**src/arpc_pkg.sv**
```systemverilog
// ----------------------------------------------------------------------------
// ARP reply classifier package
// Shared types, widths and verdict codes.
// ----------------------------------------------------------------------------
`default_nettype none

package arpc_pkg;

  localparam int MAC_W   = 48;
  localparam int IP_W    = 32;
  localparam int POS_W   = 6;
  localparam int VERD_W  = 2;
  localparam int CIDX_W  = 1;

  localparam logic [POS_W-1:0] FRAME_LEN     = 6'd42;
  localparam logic [POS_W-1:0] MAC_LEN       = 6'd6;
  localparam logic [POS_W-1:0] SRC_END       = 6'd12;
  localparam logic [POS_W-1:0] POS_PROTO_HI  = 6'd16;
  localparam logic [POS_W-1:0] POS_PROTO_LO  = 6'd17;
  localparam logic [POS_W-1:0] POS_HLEN      = 6'd18;
  localparam logic [POS_W-1:0] POS_PLEN      = 6'd19;
  localparam logic [POS_W-1:0] POS_OP_HI     = 6'd20;
  localparam logic [POS_W-1:0] POS_OP_LO     = 6'd21;
  localparam logic [POS_W-1:0] POS_SIP_FIRST = 6'd28;
  localparam logic [POS_W-1:0] POS_SIP_END   = 6'd32;

  localparam logic [15:0] PROTO_IPV4 = 16'h0800;
  localparam logic [15:0] PROTO_ALT  = 16'h1000;
  localparam logic [7:0]  HLEN_ETH   = 8'd6;
  localparam logic [7:0]  PLEN_IPV4  = 8'd4;
  localparam logic [7:0]  OP_HI      = 8'd0;
  localparam logic [7:0]  OP_REPLY   = 8'd2;

  localparam logic [CIDX_W-1:0] REG_OWN_MAC  = 1'd0;
  localparam logic [CIDX_W-1:0] REG_PROBE_IP = 1'd1;

  localparam logic [VERD_W-1:0] VERDICT_IGNORE = 2'd0;
  localparam logic [VERD_W-1:0] VERDICT_SELF   = 2'd1;
  localparam logic [VERD_W-1:0] VERDICT_REPLY  = 2'd2;

  typedef struct packed {
    logic [7:0] data;
    logic       last;
  } beat_t;

  typedef struct packed {
    logic              valid;
    logic [VERD_W-1:0] verdict;
  } result_t;

  function automatic logic [7:0] mac_byte(input logic [MAC_W-1:0] mac,
                                          input logic [2:0] idx);
    logic [7:0] b;
    case (idx)
      3'd0: b = mac[47:40];
      3'd1: b = mac[39:32];
      3'd2: b = mac[31:24];
      3'd3: b = mac[23:16];
      3'd4: b = mac[15:8];
      3'd5: b = mac[7:0];
      default: b = 8'd0;
    endcase
    return b;
  endfunction

  function automatic logic [7:0] ip_byte(input logic [IP_W-1:0] ip,
                                         input logic [1:0] idx);
    logic [7:0] b;
    case (idx)
      2'd0: b = ip[31:24];
      2'd1: b = ip[23:16];
      2'd2: b = ip[15:8];
      2'd3: b = ip[7:0];
      default: b = 8'd0;
    endcase
    return b;
  endfunction

endpackage

`default_nettype wire

```
**src/arp_reply_frame_classifier.sv**
```systemverilog
// ----------------------------------------------------------------------------
// ARP reply frame classifier
// Checks a byte-wide Ethernet frame for an ARP reply to a probed address.
// ----------------------------------------------------------------------------
// Takes one frame byte per cycle on the frame channel and returns one verdict
// beat per frame, on the byte flagged last: 0 ignore, 1 answered by this
// station, 2 valid ARP reply. Each byte passes an input register, one level of
// compare and flag update, and the verdict output register. Bytes are taken every
// cycle; only a last byte that meets a held, stalled verdict waits. Write the
// station MAC (index 0) and probed IPv4 address (index 1) between frames.
`default_nettype none

module arp_reply_frame_classifier (
  input  wire logic                        clk,
  input  wire logic                        rst,
  input  wire logic                        frame_valid,
  output logic                             frame_stall,
  input  wire logic [7:0]                  frame_byte,
  input  wire logic                        frame_last,
  output logic                             verdict_valid,
  input  wire logic                        verdict_stall,
  output logic      [arpc_pkg::VERD_W-1:0] verdict,
  input  wire logic                        cfg_valid,
  output logic                             cfg_ready,
  input  wire logic [arpc_pkg::CIDX_W-1:0] cfg_index,
  input  wire logic [arpc_pkg::MAC_W-1:0]  cfg_data
);
  import arpc_pkg::*;

  logic              beat_valid;
  beat_t             beat;
  logic              advance;
  result_t           result;
  logic [MAC_W-1:0]  own_mac;
  logic [IP_W-1:0]   probe_ip;

  assign frame_stall = beat_valid && beat.last && verdict_valid && verdict_stall;
  assign advance     = beat_valid && !frame_stall;

  always_ff @(posedge clk) begin
    if (rst) begin
      beat_valid <= 1'b0;
    end else if (!frame_stall) begin
      beat_valid <= frame_valid;
    end
  end

  always_ff @(posedge clk) begin
    if (!frame_stall) begin
      beat.data <= frame_byte;
      beat.last <= frame_last;
    end
  end

  arpc_cfg_regs u_cfg (
    .clk       (clk),
    .rst       (rst),
    .cfg_valid (cfg_valid),
    .cfg_ready (cfg_ready),
    .cfg_index (cfg_index),
    .cfg_data  (cfg_data),
    .own_mac   (own_mac),
    .probe_ip  (probe_ip)
  );

  arpc_frame_check u_check (
    .clk      (clk),
    .rst      (rst),
    .advance  (advance),
    .beat     (beat),
    .own_mac  (own_mac),
    .probe_ip (probe_ip),
    .result   (result)
  );

  arpc_out_reg u_out (
    .clk           (clk),
    .rst           (rst),
    .result        (result),
    .verdict_valid (verdict_valid),
    .verdict_stall (verdict_stall),
    .verdict       (verdict)
  );

endmodule

`default_nettype wire

```
**src/arpc_cfg_regs.sv**
```systemverilog
// ----------------------------------------------------------------------------
// ARP reply classifier configuration registers
// Holds the station MAC and the probed IPv4 address.
// ----------------------------------------------------------------------------
`default_nettype none

module arpc_cfg_regs (
  input  wire logic                        clk,
  input  wire logic                        rst,
  input  wire logic                        cfg_valid,
  output logic                             cfg_ready,
  input  wire logic [arpc_pkg::CIDX_W-1:0] cfg_index,
  input  wire logic [arpc_pkg::MAC_W-1:0]  cfg_data,
  output logic      [arpc_pkg::MAC_W-1:0]  own_mac,
  output logic      [arpc_pkg::IP_W-1:0]   probe_ip
);
  import arpc_pkg::*;

  assign cfg_ready = 1'b1;

  always_ff @(posedge clk) begin
    if (rst) begin
      own_mac  <= '0;
      probe_ip <= '0;
    end else if (cfg_valid && cfg_ready) begin
      case (cfg_index)
        REG_OWN_MAC:  own_mac  <= cfg_data;
        REG_PROBE_IP: probe_ip <= cfg_data[IP_W-1:0];
        default: ;
      endcase
    end
  end

endmodule

`default_nettype wire

```
**src/arpc_frame_check.sv**
```systemverilog
// ----------------------------------------------------------------------------
// ARP reply classifier frame check
// Tracks byte position and sticky mismatch flags, forms the verdict.
// ----------------------------------------------------------------------------
`default_nettype none

module arpc_frame_check (
  input  wire logic                       clk,
  input  wire logic                       rst,
  input  wire logic                       advance,
  input  wire arpc_pkg::beat_t            beat,
  input  wire logic [arpc_pkg::MAC_W-1:0] own_mac,
  input  wire logic [arpc_pkg::IP_W-1:0]  probe_ip,
  output arpc_pkg::result_t               result
);
  import arpc_pkg::*;

  logic [POS_W-1:0] byte_position, byte_position_next;
  logic [7:0]       proto_high_byte, proto_high_byte_next;
  logic             header_bad, header_bad_next;
  logic             sender_ip_differs, sender_ip_differs_next;
  logic             dest_mac_differs, dest_mac_differs_next;
  logic             source_mac_differs, source_mac_differs_next;
  logic [POS_W-1:0] src_idx;
  logic [15:0]      proto;

  assign src_idx = byte_position - MAC_LEN;
  assign proto   = {proto_high_byte, beat.data};

  always_comb begin
    byte_position_next      = byte_position;
    proto_high_byte_next    = proto_high_byte;
    header_bad_next         = header_bad;
    sender_ip_differs_next  = sender_ip_differs;
    dest_mac_differs_next   = dest_mac_differs;
    source_mac_differs_next = source_mac_differs;
    if (byte_position < FRAME_LEN) begin
      byte_position_next = byte_position + 1'b1;
      if (byte_position < MAC_LEN) begin
        if (beat.data != mac_byte(own_mac, byte_position[2:0])) dest_mac_differs_next = 1'b1;
      end else if (byte_position < SRC_END) begin
        if (beat.data != mac_byte(own_mac, src_idx[2:0])) source_mac_differs_next = 1'b1;
      end else if (byte_position == POS_PROTO_HI) begin
        proto_high_byte_next = beat.data;
      end else if (byte_position == POS_PROTO_LO) begin
        if (proto != PROTO_IPV4 && proto != PROTO_ALT) header_bad_next = 1'b1;
      end else if (byte_position == POS_HLEN) begin
        if (beat.data != HLEN_ETH) header_bad_next = 1'b1;
      end else if (byte_position == POS_PLEN) begin
        if (beat.data != PLEN_IPV4) header_bad_next = 1'b1;
      end else if (byte_position == POS_OP_HI) begin
        if (beat.data != OP_HI) header_bad_next = 1'b1;
      end else if (byte_position == POS_OP_LO) begin
        if (beat.data != OP_REPLY) header_bad_next = 1'b1;
      end else if (byte_position >= POS_SIP_FIRST && byte_position < POS_SIP_END) begin
        if (beat.data != ip_byte(probe_ip, byte_position[1:0])) sender_ip_differs_next = 1'b1;
      end
    end
  end

  always_comb begin
    result.valid = advance && beat.last;
    if (byte_position_next < FRAME_LEN || header_bad_next || sender_ip_differs_next) begin
      result.verdict = VERDICT_IGNORE;
    end else if (!source_mac_differs_next) begin
      result.verdict = VERDICT_SELF;
    end else if (dest_mac_differs_next) begin
      result.verdict = VERDICT_IGNORE;
    end else begin
      result.verdict = VERDICT_REPLY;
    end
  end

  always_ff @(posedge clk) begin
    if (rst || (advance && beat.last)) begin
      byte_position      <= '0;
      proto_high_byte    <= '0;
      header_bad         <= 1'b0;
      sender_ip_differs  <= 1'b0;
      dest_mac_differs   <= 1'b0;
      source_mac_differs <= 1'b0;
    end else if (advance) begin
      byte_position      <= byte_position_next;
      proto_high_byte    <= proto_high_byte_next;
      header_bad         <= header_bad_next;
      sender_ip_differs  <= sender_ip_differs_next;
      dest_mac_differs   <= dest_mac_differs_next;
      source_mac_differs <= source_mac_differs_next;
    end
  end

endmodule

`default_nettype wire

```
**src/arpc_out_reg.sv**
```systemverilog
// ----------------------------------------------------------------------------
// ARP reply classifier output register
// Holds one verdict beat until the downstream side takes it.
// ----------------------------------------------------------------------------
`default_nettype none

module arpc_out_reg (
  input  wire logic                        clk,
  input  wire logic                        rst,
  input  wire arpc_pkg::result_t           result,
  output logic                             verdict_valid,
  input  wire logic                        verdict_stall,
  output logic      [arpc_pkg::VERD_W-1:0] verdict
);
  import arpc_pkg::*;

  always_ff @(posedge clk) begin
    if (rst) begin
      verdict_valid <= 1'b0;
    end else if (result.valid) begin
      verdict_valid <= 1'b1;
    end else if (!verdict_stall) begin
      verdict_valid <= 1'b0;
    end
  end

  always_ff @(posedge clk) begin
    if (result.valid) begin
      verdict <= result.verdict;
    end
  end

endmodule

`default_nettype wire

```
**config.mk**
```make
export PLATFORM = sky130hd
export DESIGN_NAME = arp_reply_frame_classifier
export DESIGN_NICKNAME = d
export VERILOG_FILES = /design/src/arpc_pkg.sv /design/src/arp_reply_frame_classifier.sv /design/src/arpc_cfg_regs.sv /design/src/arpc_frame_check.sv /design/src/arpc_out_reg.sv
export SDC_FILE = /design/constraint.sdc
export NUM_CORES = 1
export LEC_CHECK = 0
export BUFFER_PORTS_ARGS = -buffer_cell sky130_fd_sc_hd__buf_2
export CAP_MARGIN = 20
export CELL_PAD_IN_SITES_DETAIL_PLACEMENT = 0
export CELL_PAD_IN_SITES_GLOBAL_PLACEMENT = 1
export CORE_MARGIN = 8
export CORE_UTILIZATION = 40
export CTS_CLUSTER_SIZE = 25
export DETAILED_ROUTE_END_ITERATION = 16
export GPL_ROUTABILITY_DRIVEN = 0
export GPL_TIMING_DRIVEN = 0
export PLACE_DENSITY_LB_ADDON = 0.08
export SYNTH_ARGS = -nofsm -noshare
export SYNTH_HDL_FRONTEND = slang
export SYNTH_SLANG_ARGS = --single-unit
```
**constraint.sdc**
```tcl
create_clock -name clk -period 2.83 [get_ports clk]
set_input_delay 0.283 -clock clk [delete_from_list [all_inputs] [get_ports clk]]
set_output_delay 0.283 -clock clk [all_outputs]
set_load 0.03 [all_outputs]
```
### Yosys cells after proc, flatten, opt, wreduce, memory -nomap -nowiden

Cells that the tools add are included.

| operators by class | value |
|---|---|
| add/sub/neg operators | 2 |
| $lt $le $gt $ge | 6 |
| eq/ne operators | 28 |
| multiplexer cells | 55 |
| bitwise logic cells | 4 |
| reduce and logical (&&, ||, !) cells | 19 |

Operators with widths:

| cell | count |
|---|---|
| $mux W8 | 15 |
| $pmux W8 S6 | 2 |
| $eq A6 B5 Y1 const B | 6 |
| $mux W1 | 35 |
| $pmux W8 S4 | 1 |
| $ne A8 B8 Y1 | 3 |
| $lt A6 B6 Y1 const B | 3 |
| $ne A16 B12 Y1 const B | 1 |
| $ne A16 B13 Y1 const B | 1 |
| $ne A8 B3 Y1 const B | 2 |
| $eq A3 B2 Y1 const B | 4 |
| $eq A3 B3 Y1 const B | 4 |
| $ne A8 B2 Y1 const B | 1 |
| $reduce_bool A8 Y1 | 1 |
| $logic_and A1 B1 Y1 | 7 |
| $add A6 B1 Y6 const B | 1 |
| $eq A3 B1 Y1 const B | 2 |
| $ge A6 B5 Y1 const B | 1 |
| $logic_not A3 Y1 | 2 |
| $lt A6 B3 Y1 const B | 1 |
| $lt A6 B4 Y1 const B | 1 |
| $mux W6 | 1 |
| $reduce_and A5 Y1 | 1 |
| $eq A2 B2 Y1 const B | 2 |
| other kinds (10) | 16 |

| storage, ports and cells | value |
|---|---|
| register bits | 111 |
| input port bits | 63 |
| output and inout port bits | 5 |
| logic and storage cells | 128 |

### Longest topological paths before layout

Gate-level depths: netlist of the first run.

| logic depth | value |
|---|---|
| word-level depth | 26 |
| depth in mapped cells | 11 |

### Cells and area by module

From an unflattened synthesis of the first run, not the netlist that was laid out.

| unflattened totals | value |
|---|---|
| cells, all modules | 641 |
| area total of the unflattened synthesis | 6,099.6 um^2 |

By module, submodules not included:

| module | times used | cells an instance | area each (um^2) | seq. area each (um^2) |
|---|---|---|---|---|
| arpc_cfg_regs | 1 | 316 | 3,365.7 | 1,601.5 |
| arpc_frame_check | 1 | 304 | 2,316.0 | 360.3 |
| arp_reply_frame_classifier | 1 | 16 | 329.1 | 290.3 |
| arpc_out_reg | 1 | 5 | 88.8 | 80.1 |

### Worst setup path before layout of the first run

No wires, ideal clock.

| timing path | value |
|---|---|
| path type | flip-flop to flip-flop |
| from | register u_check.byte_position[1] |
| to | register u_out.verdict[1] (netlist bit), data pin |
| setup time | 255 ps |
| arrival | 2,088 ps |
| slack | 487 ps |
| cell stages (with the launch flop) | 10 |
| period minus slack after synthesis | 2,343 ps |
| path through | dfxtp_1 inv_1 ha_1 buf_4 a22o_1 a222oi_1 xnor2_1 nor4_2 a41oi_1 nor3b_2 |

| between the ends | value |
|---|---|
| longest elaborated chain between the ends | 26 |
| elaborated cells on any way between the ends | 85 |
| those cells by class | 2 x add/sub; 6 x order compare; 22 x eq/ne; 47 x mux; 1 x bitwise; 7 x reduce/logical |

RTL lines:

| what | RTL line | RTL |
|---|---|---|
| start: declaration | arpc_frame_check.sv:18 | `logic [POS_W-1:0] byte_position, byte_position_next;` |
| start signal: assignment | arpc_frame_check.sv:83 | `byte_position <= byte_position_next;` |
| $eq A2 B2 Y1 (tied with other cells) | arpc_pkg.sv:69 | `case (idx)` |
| $pmux W8 S4 | arpc_pkg.sv:69 |  |
| $mux W8 | arpc_frame_check.sv:55 | `end else if (byte_position >= POS_SIP_FIRST && byte_position < POS_SIP_END) begin` |
| $mux W8 | arpc_frame_check.sv:53 | `end else if (byte_position == POS_OP_LO) begin` |
| $mux W8 | arpc_frame_check.sv:51 | `end else if (byte_position == POS_OP_HI) begin` |
| $mux W8 | arpc_frame_check.sv:49 | `end else if (byte_position == POS_PLEN) begin` |
| $mux W8 | arpc_frame_check.sv:47 | `end else if (byte_position == POS_HLEN) begin` |
| $mux W8 | arpc_frame_check.sv:45 | `end else if (byte_position == POS_PROTO_LO) begin` |
| (+10 left out) | - |  |
| $mux W1 | arpc_frame_check.sv:47 |  |
| $mux W1 | arpc_frame_check.sv:45 |  |
| $mux W1 | arpc_frame_check.sv:43 | `end else if (byte_position == POS_PROTO_HI) begin` |
| $mux W1 | arpc_frame_check.sv:41 | `end else if (byte_position < SRC_END) begin` |
| $mux W1 | arpc_frame_check.sv:39 | `if (byte_position < MAC_LEN) begin` |
| $mux W1 | arpc_frame_check.sv:37 | `if (byte_position < FRAME_LEN) begin` |
| $logic_or A1 B1 Y1 | arpc_frame_check.sv:63 | `if (byte_position_next < FRAME_LEN \|\| header_bad_next \|\| sender_ip_differs_next) begin` |
| $reduce_or A2 Y1 (no line) | - |  |
| end signal: assignment | arpc_out_reg.sv:29 | `verdict <= result.verdict;` |
| end: declaration | arpc_out_reg.sv:13 | `output logic [arpc_pkg::VERD_W-1:0] verdict` |

Parallel ways exist; a longest one is shown, timed or not. The select of a mux whose other input is x is not followed.
A chain may end at the register's enable or synchronous reset.

### Worst setup path after layout of the first run

| timing path | value |
|---|---|
| from | register u_check.byte_position[0] |
| to | register u_out.verdict[1] (netlist bit), data pin |

The elaborated chain is that of the path after synthesis.

==> results.py, run 1 <==
metrics = {
    "clock_tree": {
        "cts_tree": "built",
        "numCtsBuffers": 9,
        "cts_root_buffer": "clkbuf_16",
        "cts.sinks": 111,
        "clk_pin_slew_worst_paths_ps": 70,
        "htreeDepth": 3,
        "clk_path_buf_depth": 2,
        "cts-hold-fix-buffers": 0,
        "worstSkewPairLatency_ps": 350,
    },
    "placed_design": {
        "pre_cts_slack_ps": -293,
        "dp_cells": 908,
        "port_buffers": 66,
        "dpl.hpwl_um": 13600,
    },
    "critical_path": {
        "cp_cell_sequence": "inv_1 -> ha_1 -> buf_4 -> a22o_1 -> a222oi_1 -> xnor2_1 -> nor4_2 -> a41oi_2 -> nor3b_2",
        "end_kind": "flop",
        "cp_slowest_cell": "a222oi_1",
        "max_stage_delay_ps": 490,
        "cp.arrival_ps": 2850,
        "path_class": "flop to flop",
        "worstPathMaxFanout": 10,
        "required_ps": 2950,
        "worst_setup_path_start_kind": "flop",
    },
    "yosys": {
        "ys_ff_latch": 111,
        "syn-num-nets": 736,
        "syn_inst": 666,
        "synthDistinctLibCells": 52,
        "synth-edff-count": 11,
        "synth_area_um2": 5450,
        "ys_seq_area_share_pct": 42.8,
        "ys.warnings.count": 0,
        "syn_area_per_cell_um2": 8.18,
        "async_reset_ff_share_pct": 0,
        "synth_ff_type": "dfxtp_1",
    },
    "floorplan": {
        "coreArea_um2": 13300,
        "die_h_um": 133,
        "die_area_um2": 17600,
        "fp.dieW_um": 133,
        "start_util_pct": 41.0,
        "rows": 42,
        "io_pins": 68,
    },
    "routing": {
        "drt_iter0_drc": 607,
        "dr_total_vias": 5073,
        "drtPass1Iterations": 6,
        "wl_per_cell_um": 19.2,
        "routed_via_density": 5.48,
        "ant_nets": 0,
        "drc_errors": 0,
        "routed_wl_um": 17800,
    },
    "cells_and_area": {
        "area_delta_synth_final_pct": 17.1,
        "layout.nets": 814,
        "fin_cells": 925,
        "antenna_cells": 0,
        "drive_gt1_share_pct": 18.0,
    },
    "power_and_ir_drop": {
        "peakVddDrop_v": 0.000367,
        "pwr_density_cell_nw_per_um2": 537,
        "leakagePower_nw": 2.42,
    },
    "grt": {
        "overflow": 0,
        "track_usage_pct": 19.9,
        "grt_max_degree": 20,
        "grt_pass1_vias": 4933,
        "grt_pass1_wl_um": 27400,
        "antenna_found_initial": 0,
    },
    "sta": {
        "fin_crit_ps": 2740,
        "slew_violations": 0,
        "finalWorstSetupSlack_ps": 92.1,
        "finalClockSkew_ps": 6.25,
        "clock.fmax_ghz": 0.365,
        "min_period_over_period_pct": 96.7,
        "setup_viol": 0,
        "worst_pin_slew_ps": 680,
        "relSlewSlack_pct": 54.6,
        "hold_viol_final": 0,
    },
    "worst_hold_path": {
        "min_path_type": "primary input to flop",
    },
    "status": {
        "status": "completed",
    },
    "flow_run": {
        "maxCapViolCount": 0,
    },
}
worst paths after layout:
check / from / end / slack, ps / cells after the start
setup / recovery: u_check.byte_position[0] / u_out.verdict[1] / 90 / 9
hold / removal: frame_byte[0] / beat[1] / 100 / 1
setup reg to reg: u_check.byte_position[0] / u_out.verdict[1] / 90 / 9
hold reg to reg: u_cfg.probe_ip[21] / u_cfg.probe_ip[21] / 460 / 2
synth_stat cells (2+ instances only):
library cell | instances | share of area (%)
nand2_1 | 184 | 13
dfxtp_1 | 100 | 37
a21oi_1 | 94 | 8.6
clkbuf_1 | 39 | 2.7
nor2_1 | 24 | 1.7
xnor2_1 | 21 | 3.4
mux2i_1 | 19 | 3.5
a222oi_1 | 18 | 3.3
mux2_2 | 17 | 3.5
inv_1 | 15 | 1.0
edfxtp_1 | 11 | 6.1
a22oi_1 | 9 | 1.2
nand4_1 | 8 | 0.92
a221oi_1 | 7 | 1.1
buf_2 | 7 | 0.64
ha_1 | 7 | 1.6
o21ai_0 | 7 | 0.64
xor2_1 | 7 | 1.1
nand3_1 | 6 | 0.55
nor3_1 | 6 | 0.55
a22o_1 | 4 | 0.64
buf_1 | 4 | 0.28
buf_4 | 4 | 0.55
nand2b_1 | 4 | 0.46
nor2b_1 | 4 | 0.46
nor4_1 | 4 | 0.46
o22ai_1 | 3 | 0.34
a31oi_1 | 2 | 0.23
a41oi_1 | 2 | 0.32
and2_1 | 2 | 0.23
buf_6 | 2 | 0.41
nor3b_2 | 2 | 0.46
o2111ai_1 | 2 | 0.32
o21ba_2 | 2 | 0.37
or3_1 | 2 | 0.23
state kept, by name (all words and copies together) (netlist names):
signal                      flops
u_cfg.own_mac                  48
beat_valid                      1
u_check.dest_mac_differs        1
beat                            9
u_check.sender_ip_differs       1
u_out.verdict_valid             1
u_check.source_mac_differs      1
u_check.proto_high_byte         8
u_cfg.probe_ip                 32
u_check.byte_position           6
u_check.header_bad              1
u_out.verdict                   2
stage by stage:
stage,util [%],power [W],hold slack (ps),setup TNS [ps],instance area [um2]
floorplan,-,0.00198,382,0,5450
CTS,47.5,0.00344,87.9,0,6310
global placement,45.1,0.00214,441,-695,6000
detailed placement,45.1,0.00214,448,-749,6000
global route,48.0,0.00356,82.3,-0.760,6380
finish,48.0,0.00343,97.5,0,6380
report_power, final:
part           internal (W)  leakage [nW]  switching [W]
sequential          0.00165         0.935      0.0000539
clock              0.000696         0.145       0.000609
combinational      0.000162          1.34       0.000257
per-layer routing:
layer / routed length [um] / GRT usage (%) / part of all wire (%)
met3: 1270 / 3.44 / 7.1
met2: 7790 / 30.3 / 44
met5: 0 / 0 / 0
met4: 440 / 7.76 / 2.5
met1: 8280 / 27.4 / 47
critical path: cells and delay by family, from the launching register on:
kind / cells / cell delay, ps
AND/OR/NAND/NOR: 2 / 490
flip-flops: 1 / 380
adder cells (fa/ha/maj): 1 / 250
buffers and inverters: 2 / 300
AO/OA/AOI/OAI: 3 / 930
XOR/XNOR: 1 / 140
area by class of cell:
type,instances,area (um2)
clock inverters,6,71.3
fillers,1325,6920
well taps,176,220
plain buffers,54,254
multi-input cells,483,2850
clock buffers,10,229
flip-flops and latches,111,2340
inverters,16,60.1
repair buffers,69,353
layout by cell type, fill, tap and decap left out, types with 8 or more instances in the layout:
master / n
nor2_1: 24
nand2_1: 183
mux2_2: 17
a222oi_1: 18
buf_2: 70
mux2i_1: 19
xnor2_1: 21
nand4_1: 8
a22oi_1: 9
inv_1: 14
dfxtp_1: 97
a21oi_1: 94
clkbuf_1: 37
edfxtp_1: 11
clkbuf_16: 9
cell families (layout without fill, tap and decap cells):
logic type | Yosys count | in the layout | share of synthesized area, %
mux | 36 | 36 | 7.01
buf+inv | 72 | 155 | 5.67
flops | 111 | 111 | 42.8
simple gates | 251 | 251 | 19.4
compound gates | 160 | 160 | 18.9
fa+ha+maj | 7 | 7 | 1.61
other cells | 1 | 1 | 0.0689
xor+xnor | 28 | 28 | 4.50
what timing repair did:
item | 4_1_cts | 5_1_grt
pin swaps | 3 | 12
setup endpoints to repair | 5 | 4
endpoints found under the hold margin | 0 | 0
resized for setup | 7 | 15
setup buffers | 0 | 3
Note: power is estimated with default switching activity, not from simulation.
==> run 2, diff against run 1 <==
- REMOVE_ABC_BUFFERS: not set -> 1
==> run 2 against run 1 <==
Against the previous run:
- flip-flop and latch count did not move
- largest power group unchanged
- clock skew rose by 5.5 ps
- power fell by 4.1%
- clock power fell by 9.9%
- sequential power barely moved
- fmax fell by 0.19%
- critical path type unchanged
==> results.py, run 2 (same netlist as run 1, synthesis figures left out) <==
metrics = {
    "placed_design": {
        "pre_cts_slack_ps": -580,
        "place_area_um2": 5880,
        "dpl.hpwl_um": 10200,
        "port_buffers": 66,
    },
    "power_and_ir_drop": {
        "peakVddDrop_v": 0.000350,
        "pwr_density_cell_nw_per_um2": 521,
        "pwr-share-clk_pct": 36.0,
        "leakagePower_nw": 2.37,
        "intPower_w": 0.00242,
        "p_comb_share_pct": 12.1,
        "finalPower_w": 0.00328,
        "switching_share_pct": 26.4,
        "pwr-share-seq_pct": 51.9,
        "p_sw_w": 0.000866,
    },
    "critical_path": {
        "cp_cell_sequence": "clkinvlp_4 -> ha_4 -> buf_4 -> a22o_1 -> a221oi_2 -> xor2_1 -> a31oi_1 -> o311ai_1 -> a41oi_2 -> nor3b_2",
        "worst_setup_path_start_kind": "flop",
        "required_ps": 2940,
        "cp.arrival_ps": 2850,
        "worstPathMaxFanout": 12,
        "path_class": "flop to flop",
        "critical_path.top_delay_family": "compound AO/OA/AOI/OAI gates",
        "end_kind": "flop",
        "startpoint": "u_check.byte_position[1]",
        "cp_slowest_cell": "dfxtp_4",
        "cp.buffers_inverters": 2,
        "max_stage_delay_ps": 410,
        "r2r_slack_ps": 90,
        "r2r_start": "u_check.byte_position[1]",
    },
    "cells_and_area": {
        "final_common_cell": "nand2_1",
        "reg.largest.list": "u_cfg.own_mac x48, u_cfg.probe_ip x32, beat x9",
        "drive_gt1_share_pct": 18.9,
        "layout.nets": 769,
        "fin_area_um2": 6310,
        "largest_reg_flops": 48,
        "utilization_pct": 47.4,
        "top_register": "u_cfg.own_mac",
        "final_cell_mix": "184 x nand2_1, 97 x dfxtp_1, 94 x a21oi_1",
        "area_delta_synth_final_pct": 15.8,
        "antenna_cells": 0,
    },
    "clock_tree": {
        "htreeDepth": 3,
        "cts_root_buffer": "clkbuf_16",
        "cts_tree": "built",
        "clk_path_buf_depth": 2,
        "numCtsBuffers": 9,
        "clk_pin_slew_worst_paths_ps": 80,
        "cts.sinks": 111,
        "worstSkewPairLatency_ps": 360,
    },
    "sta": {
        "worst_pin_slew_ps": 892,
        "min_period_over_period_pct": 96.9,
        "fin_crit_ps": 2740,
        "relSlewSlack_pct": 40.5,
        "slew_violations": 0,
        "hold_viol_final": 0,
        "setup_tns_ps": 0,
        "finalClockSkew_ps": 11.7,
        "setup_viol": 0,
        "finalWorstSetupSlack_ps": 86.8,
        "clock.fmax_ghz": 0.365,
    },
    "flow_run": {
        "maxCapViolCount": 0,
    },
    "routing": {
        "wl_per_cell_um": 17.3,
        "dr_total_vias": 4775,
        "routed_wl_um": 15200,
        "drc_errors": 0,
        "drt_iter0_drc": 488,
        "drtPass1Iterations": 7,
        "routed_via_density": 5.43,
        "ant_nets": 0,
    },
    "grt": {
        "overflow": 0,
        "grt_pass1_vias": 4607,
        "track_usage_pct": 17.2,
        "antenna_found_initial": 0,
        "grt_pass1_wl_um": 24400,
        "grt_max_degree": 84,
    },
    "floorplan": {
        "rows": 42,
        "die_h_um": 133,
        "start_util_pct": 41.0,
        "io_pins": 68,
        "die_area_um2": 17600,
        "coreArea_um2": 13300,
        "fp.dieW_um": 133,
    },
    "worst_hold_path": {
        "hold_start": "frame_byte[5]",
        "min_path_type": "primary input to flop",
    },
    "status": {
        "status": "completed",
    },
}
[run 2: routing by layer]
layer	routed length (um)	vias up	GRT usage, %
met5	0	-	0
met4	186	0	5.30
met3	789	14	4.01
met2	7140	128	27.0
met1	7110	2256	22.8
li1	-	2377	-
[run 2: cell type report]
type                       count  area, um2
fill                        1351       6990
multi-input combinational    483       2900
sequential                   111       2340
timing repair buffer          78        514
clock buffer                  11        233
tap                          176        220
inverter                      16       63.8
clock inverter                 5       33.8
[run 2: through the flow]
stage,std cells,hold slack [ps]
finish,880,91.0
global route,880,80.0
CTS,874,81.9
detailed placement,857,446
global placement,852,441
floorplan,610,352
[run 2: repair_timing]
action / in CTS / in global routing
setup buffers: 1 / 5
gates resized for setup: 14 / 7
hold buffers: 0 / 0
endpoints found under the setup margin: 6 / 6
pin swaps: 2 / 5
[run 2: worst paths after layout]
| check | to | cells past startpoint |
|---|---|---|
| worst max-delay path | u_out.verdict[1] | 10 |
| worst min-delay path | beat[6] | 1 |
| worst max register to register | u_out.verdict[1] | 10 |
| worst min register to register | u_cfg.probe_ip[29] | 2 |
[run 2: worst register-to-register path, stage by stage (launching register included)]
cell,delay (ps)
dfxtp_4,410
clkinvlp_4,170
ha_4,210
buf_4,190
a22o_1,200
a221oi_2,240
xor2_1,220
a31oi_1,110
o311ai_1,320
a41oi_2,220
nor3b_2,210
[run 2: power groups by stage]
stage | logic [W] | registers (W) | clock network, W
final | 0.000396 | 0.00171 | 0.00118
after global routing | 0.000438 | 0.00172 | 0.00128
after CTS | 0.000390 | 0.00171 | 0.00122
after detailed placement | 0.000379 | 0.00174 | 0
after global placement | 0.000353 | 0.00174 | 0
after floorplan | 0.000218 | 0.00173 | 0
==> run 3, diff against run 2 <==
- ABC_AREA: not set -> 1
==> run 3 against run 2 <==
Against the previous run:
- count of clock-buffer cells in the layout increased by 1
- setup slack improved by 160 ps
- global-route usage increased by 2.0 points
- non-clock buffer count decreased by 4
- synthesized cell count increased by 32%
- core utilization decreased by 0.22 points
- critical path type unchanged
- critical endpoint unchanged
- largest power group unchanged
==> results.py, run 3 <==
metrics = {
    "status": {
        "status": "completed",
    },
    "worst_hold_path": {
        "min_path_type": "primary input to flop",
        "hold_start": "frame_byte[3]",
    },
    "cells_and_area": {
        "reg.largest.list": "u_cfg.own_mac x48, u_cfg.probe_ip x32, beat x9",
        "nFillCells": 1480,
        "final_cell_mix": "231 x nand2_1, 176 x nor2_1, 125 x o21ai_0",
        "drive_gt1_share_pct": 11.8,
        "layout.nets": 1000,
        "fin_area_um2": 6530,
        "antenna_cells": 0,
        "largest_reg_flops": 48,
        "final_common_cell": "nand2_1",
        "area_delta_synth_final_pct": 15.7,
        "top_register": "u_cfg.own_mac",
    },
    "flow_run": {
        "maxCapViolCount": 0,
    },
    "sta": {
        "slew_violations": 0,
        "relSlewSlack_pct": 27.6,
        "fin_crit_ps": 2580,
        "clock.fmax_ghz": 0.387,
        "worst_pin_slew_ps": 1080,
        "min_period_over_period_pct": 91.2,
        "finalClockSkew_ps": 5.16,
        "hold_viol_final": 0,
        "setup_tns_ps": 0,
        "setup_viol": 0,
        "rsz0062_at_grt": "false",
    },
    "grt": {
        "grt_pass1_vias": 5262,
        "track_usage_pct": 19.2,
        "grt_pass1_wl_um": 27400,
        "antenna_found_initial": 0,
        "grt_max_degree": 62,
        "overflow": 0,
    },
    "critical_path": {
        "r2r_start": "u_check.byte_position[1]",
        "worstPathMaxFanout": 16,
        "worst_setup_path_start_kind": "flop",
        "path_depth": 17,
        "path_class": "flop to flop",
        "crit_top_cell": "nand2_1",
        "required_ps": 2950,
        "cp.arrival_ps": 2700,
        "crit_end": "u_out.verdict[1]",
        "end_kind": "flop",
        "cp_cell_sequence": "inv_1 -> ha_4 -> inv_1 -> nor2_4 -> nand2_1 -> nand2_1 -> nor2_1 -> nand2_1 -> nand2_1 -> nand2_1 -> nand2_1 -> nor2_1 -> nand2_1 -> nand2_1 -> nand2_1 -> nand2_1 -> nor2_1",
        "reg2reg_to": "u_out.verdict[1]",
        "critical_path.top_delay_family": "simple AND/OR/NAND/NOR gates",
        "max_stage_delay_ps": 370,
        "startpoint": "u_check.byte_position[1]",
        "cp.buffers_inverters": 2,
        "r2r_slack_ps": 250,
        "rr_worst_depth": 17,
        "cp_slowest_cell": "dfxtp_2",
    },
    "clock_tree": {
        "cts_tree": "built",
        "clk_pin_slew_worst_paths_ps": 70,
        "cts_root_buffer": "clkbuf_16",
        "cts.sinks": 111,
        "clk_path_buf_depth": 2,
        "worstSkewPairLatency_ps": 360,
        "numCtsBuffers": 9,
        "htreeDepth": 3,
    },
    "routing": {
        "routed_wl_um": 17200,
        "routed_via_density": 5.04,
        "ant_nets": 0,
        "wl_per_cell_um": 15.5,
        "drc_errors": 0,
        "dr_total_vias": 5617,
        "drt_iter0_drc": 432,
        "drtPass1Iterations": 5,
    },
    "yosys": {
        "synthDistinctLibCells": 30,
        "synth_area_um2": 5640,
        "synth-edff-count": 11,
        "ys.warnings.count": 0,
        "synth_top_cell_by_area": "dfxtp_1",
        "yosys-top-cells-area": "dfxtp_1 35%, nand2_1 15%, nor2_1 12%, o21ai_0 11%, edfxtp_1 5.9%",
        "syn_inst": 881,
        "synth_most_common_cell": "nand2_1",
        "netlist_top_cells_count": "232 x nand2_1, 178 x nor2_1, 125 x o21ai_0",
        "async_reset_ff_share_pct": 0,
        "ys_seq_area_share_pct": 41.3,
        "ys_ff_latch": 111,
        "syn_area_per_cell_um2": 6.41,
        "synth_ff_type": "dfxtp_1",
        "synth_top_area_share_pct": 35.5,
    },
    "placed_design": {
        "dpl.hpwl_um": 12700,
        "place_area_um2": 6100,
        "port_buffers": 66,
    },
    "floorplan": {
        "die_area_um2": 18200,
        "die_h_um": 135,
        "io_pins": 68,
        "coreArea_um2": 13800,
        "fp.dieW_um": 135,
        "rows": 43,
        "start_util_pct": 40.8,
    },
    "power_and_ir_drop": {
        "leakagePower_nw": 3.00,
        "peakVddDrop_v": 0.000354,
        "pwr_density_cell_nw_per_um2": 559,
    },
}
-- run 3: cell count changes in the layout (fill, tap and decap cells not counted), moves of 6 or more --
cell / before / now
a22oi_1: 9 / 0
nand3_1: 6 / 48
a221oi_1: 7 / 0
inv_2: 1 / 7
inv_1: 14 / 75
nand2_1: 184 / 231
xnor2_1: 21 / 0
mux2i_1: 19 / 0
nor2_1: 24 / 176
o21ai_0: 7 / 125
mux2_2: 17 / 0
a21oi_1: 94 / 38
a222oi_1: 18 / 0
-- run 3: per-stage QoR --
stage / worst slack (ps) / utilization, % / cells / hold slack (ps) / total power (W)
global route: 13.9 / 47.2 / 1115 / 79.1 / 0.00383
CTS: 57.4 / 46.6 / 1110 / 84.5 / 0.00369
detailed placement: -233 / 44.1 / 1094 / 453 / 0.00227
floorplan: 367 / - / 845 / 352 / 0.00207
finish: 248 / 47.2 / 1115 / 98.3 / 0.00365
global placement: -1430 / 43.7 / 1091 / 443 / 0.00225
-- run 3: final cells by class --
cell class | count | area (um2) | area share (%)
flip-flops and latches | 111 | 2330 | 35.7
well taps | 180 | 225 | 3.45
multi-input cells | 651 | 2900 | 44.4
clock inverters | 4 | 56.3 | 0.862
inverters | 83 | 315 | 4.83
clock buffers | 12 | 279 | 4.27
repair buffers | 74 | 423 | 6.48
-- run 3: power by group --
| group | total (W) | internal, W | switching, W |
|---|---|---|---|
| logic | 0.000502 | 0.000173 | 0.000329 |
| clock network | 0.00140 | 0.000803 | 0.000601 |
| registers | 0.00174 | 0.00168 | 0.0000665 |
-- run 3: per-layer routing --
metal	track usage [%]	vias to the layer above	share of wire [%]	routed length, um
li1	-	2892	-	-
met1	24.9	2583	48	8240
met2	31.1	127	46	7890
met3	4.61	15	5.0	865
met4	5.18	0	1.4	238
met5	0	-	0	0
-- run 3: cell families (layout without fill, tap and decap cells) --
family | count (synthesis) | after routing | share of synthesized area [%]
simple gates | 470 | 470 | 33.0
compound gates | 170 | 170 | 15.3
buf+inv | 119 | 173 | 8.33
flops | 111 | 111 | 41.3
fa+ha+maj | 7 | 7 | 1.55
xor+xnor | 3 | 3 | 0.466
other cells | 1 | 1 | 0.0664
-- run 3: what timing repair did --
action / in CTS / in global routing
endpoints found under the hold margin: 0 / 0
hold buffers: 0 / 0
gates resized for setup: 4 / 9
setup buffers: 0 / 5
pin swaps: 0 / 2
setup endpoints to repair: 4 / 3
-- run 3: worst register-to-register path, delay by kind of cell, from the launching register on --
kind,cells,cell delay (ps)
simple gates,14,1250
flops,1,370
fa+ha+maj,1,370
buf+inv,2,360
-- run 3: worst min path at each step --
| stage | to | slack [ps] | cells after the start |
|---|---|---|---|
| 2_1_floorplan | u_out.verdict_valid | 350 | 1 |
| 3_3_place_gp | u_check.sender_ip_differs | 440 | 2 |
| 3_5_place_dp | u_check.sender_ip_differs | 450 | 2 |
| 4_1_cts | beat[2] | 80 | 1 |
| 5_1_grt | beat[3] | 80 | 1 |
| 6_report | beat[4] | 100 | 1 |
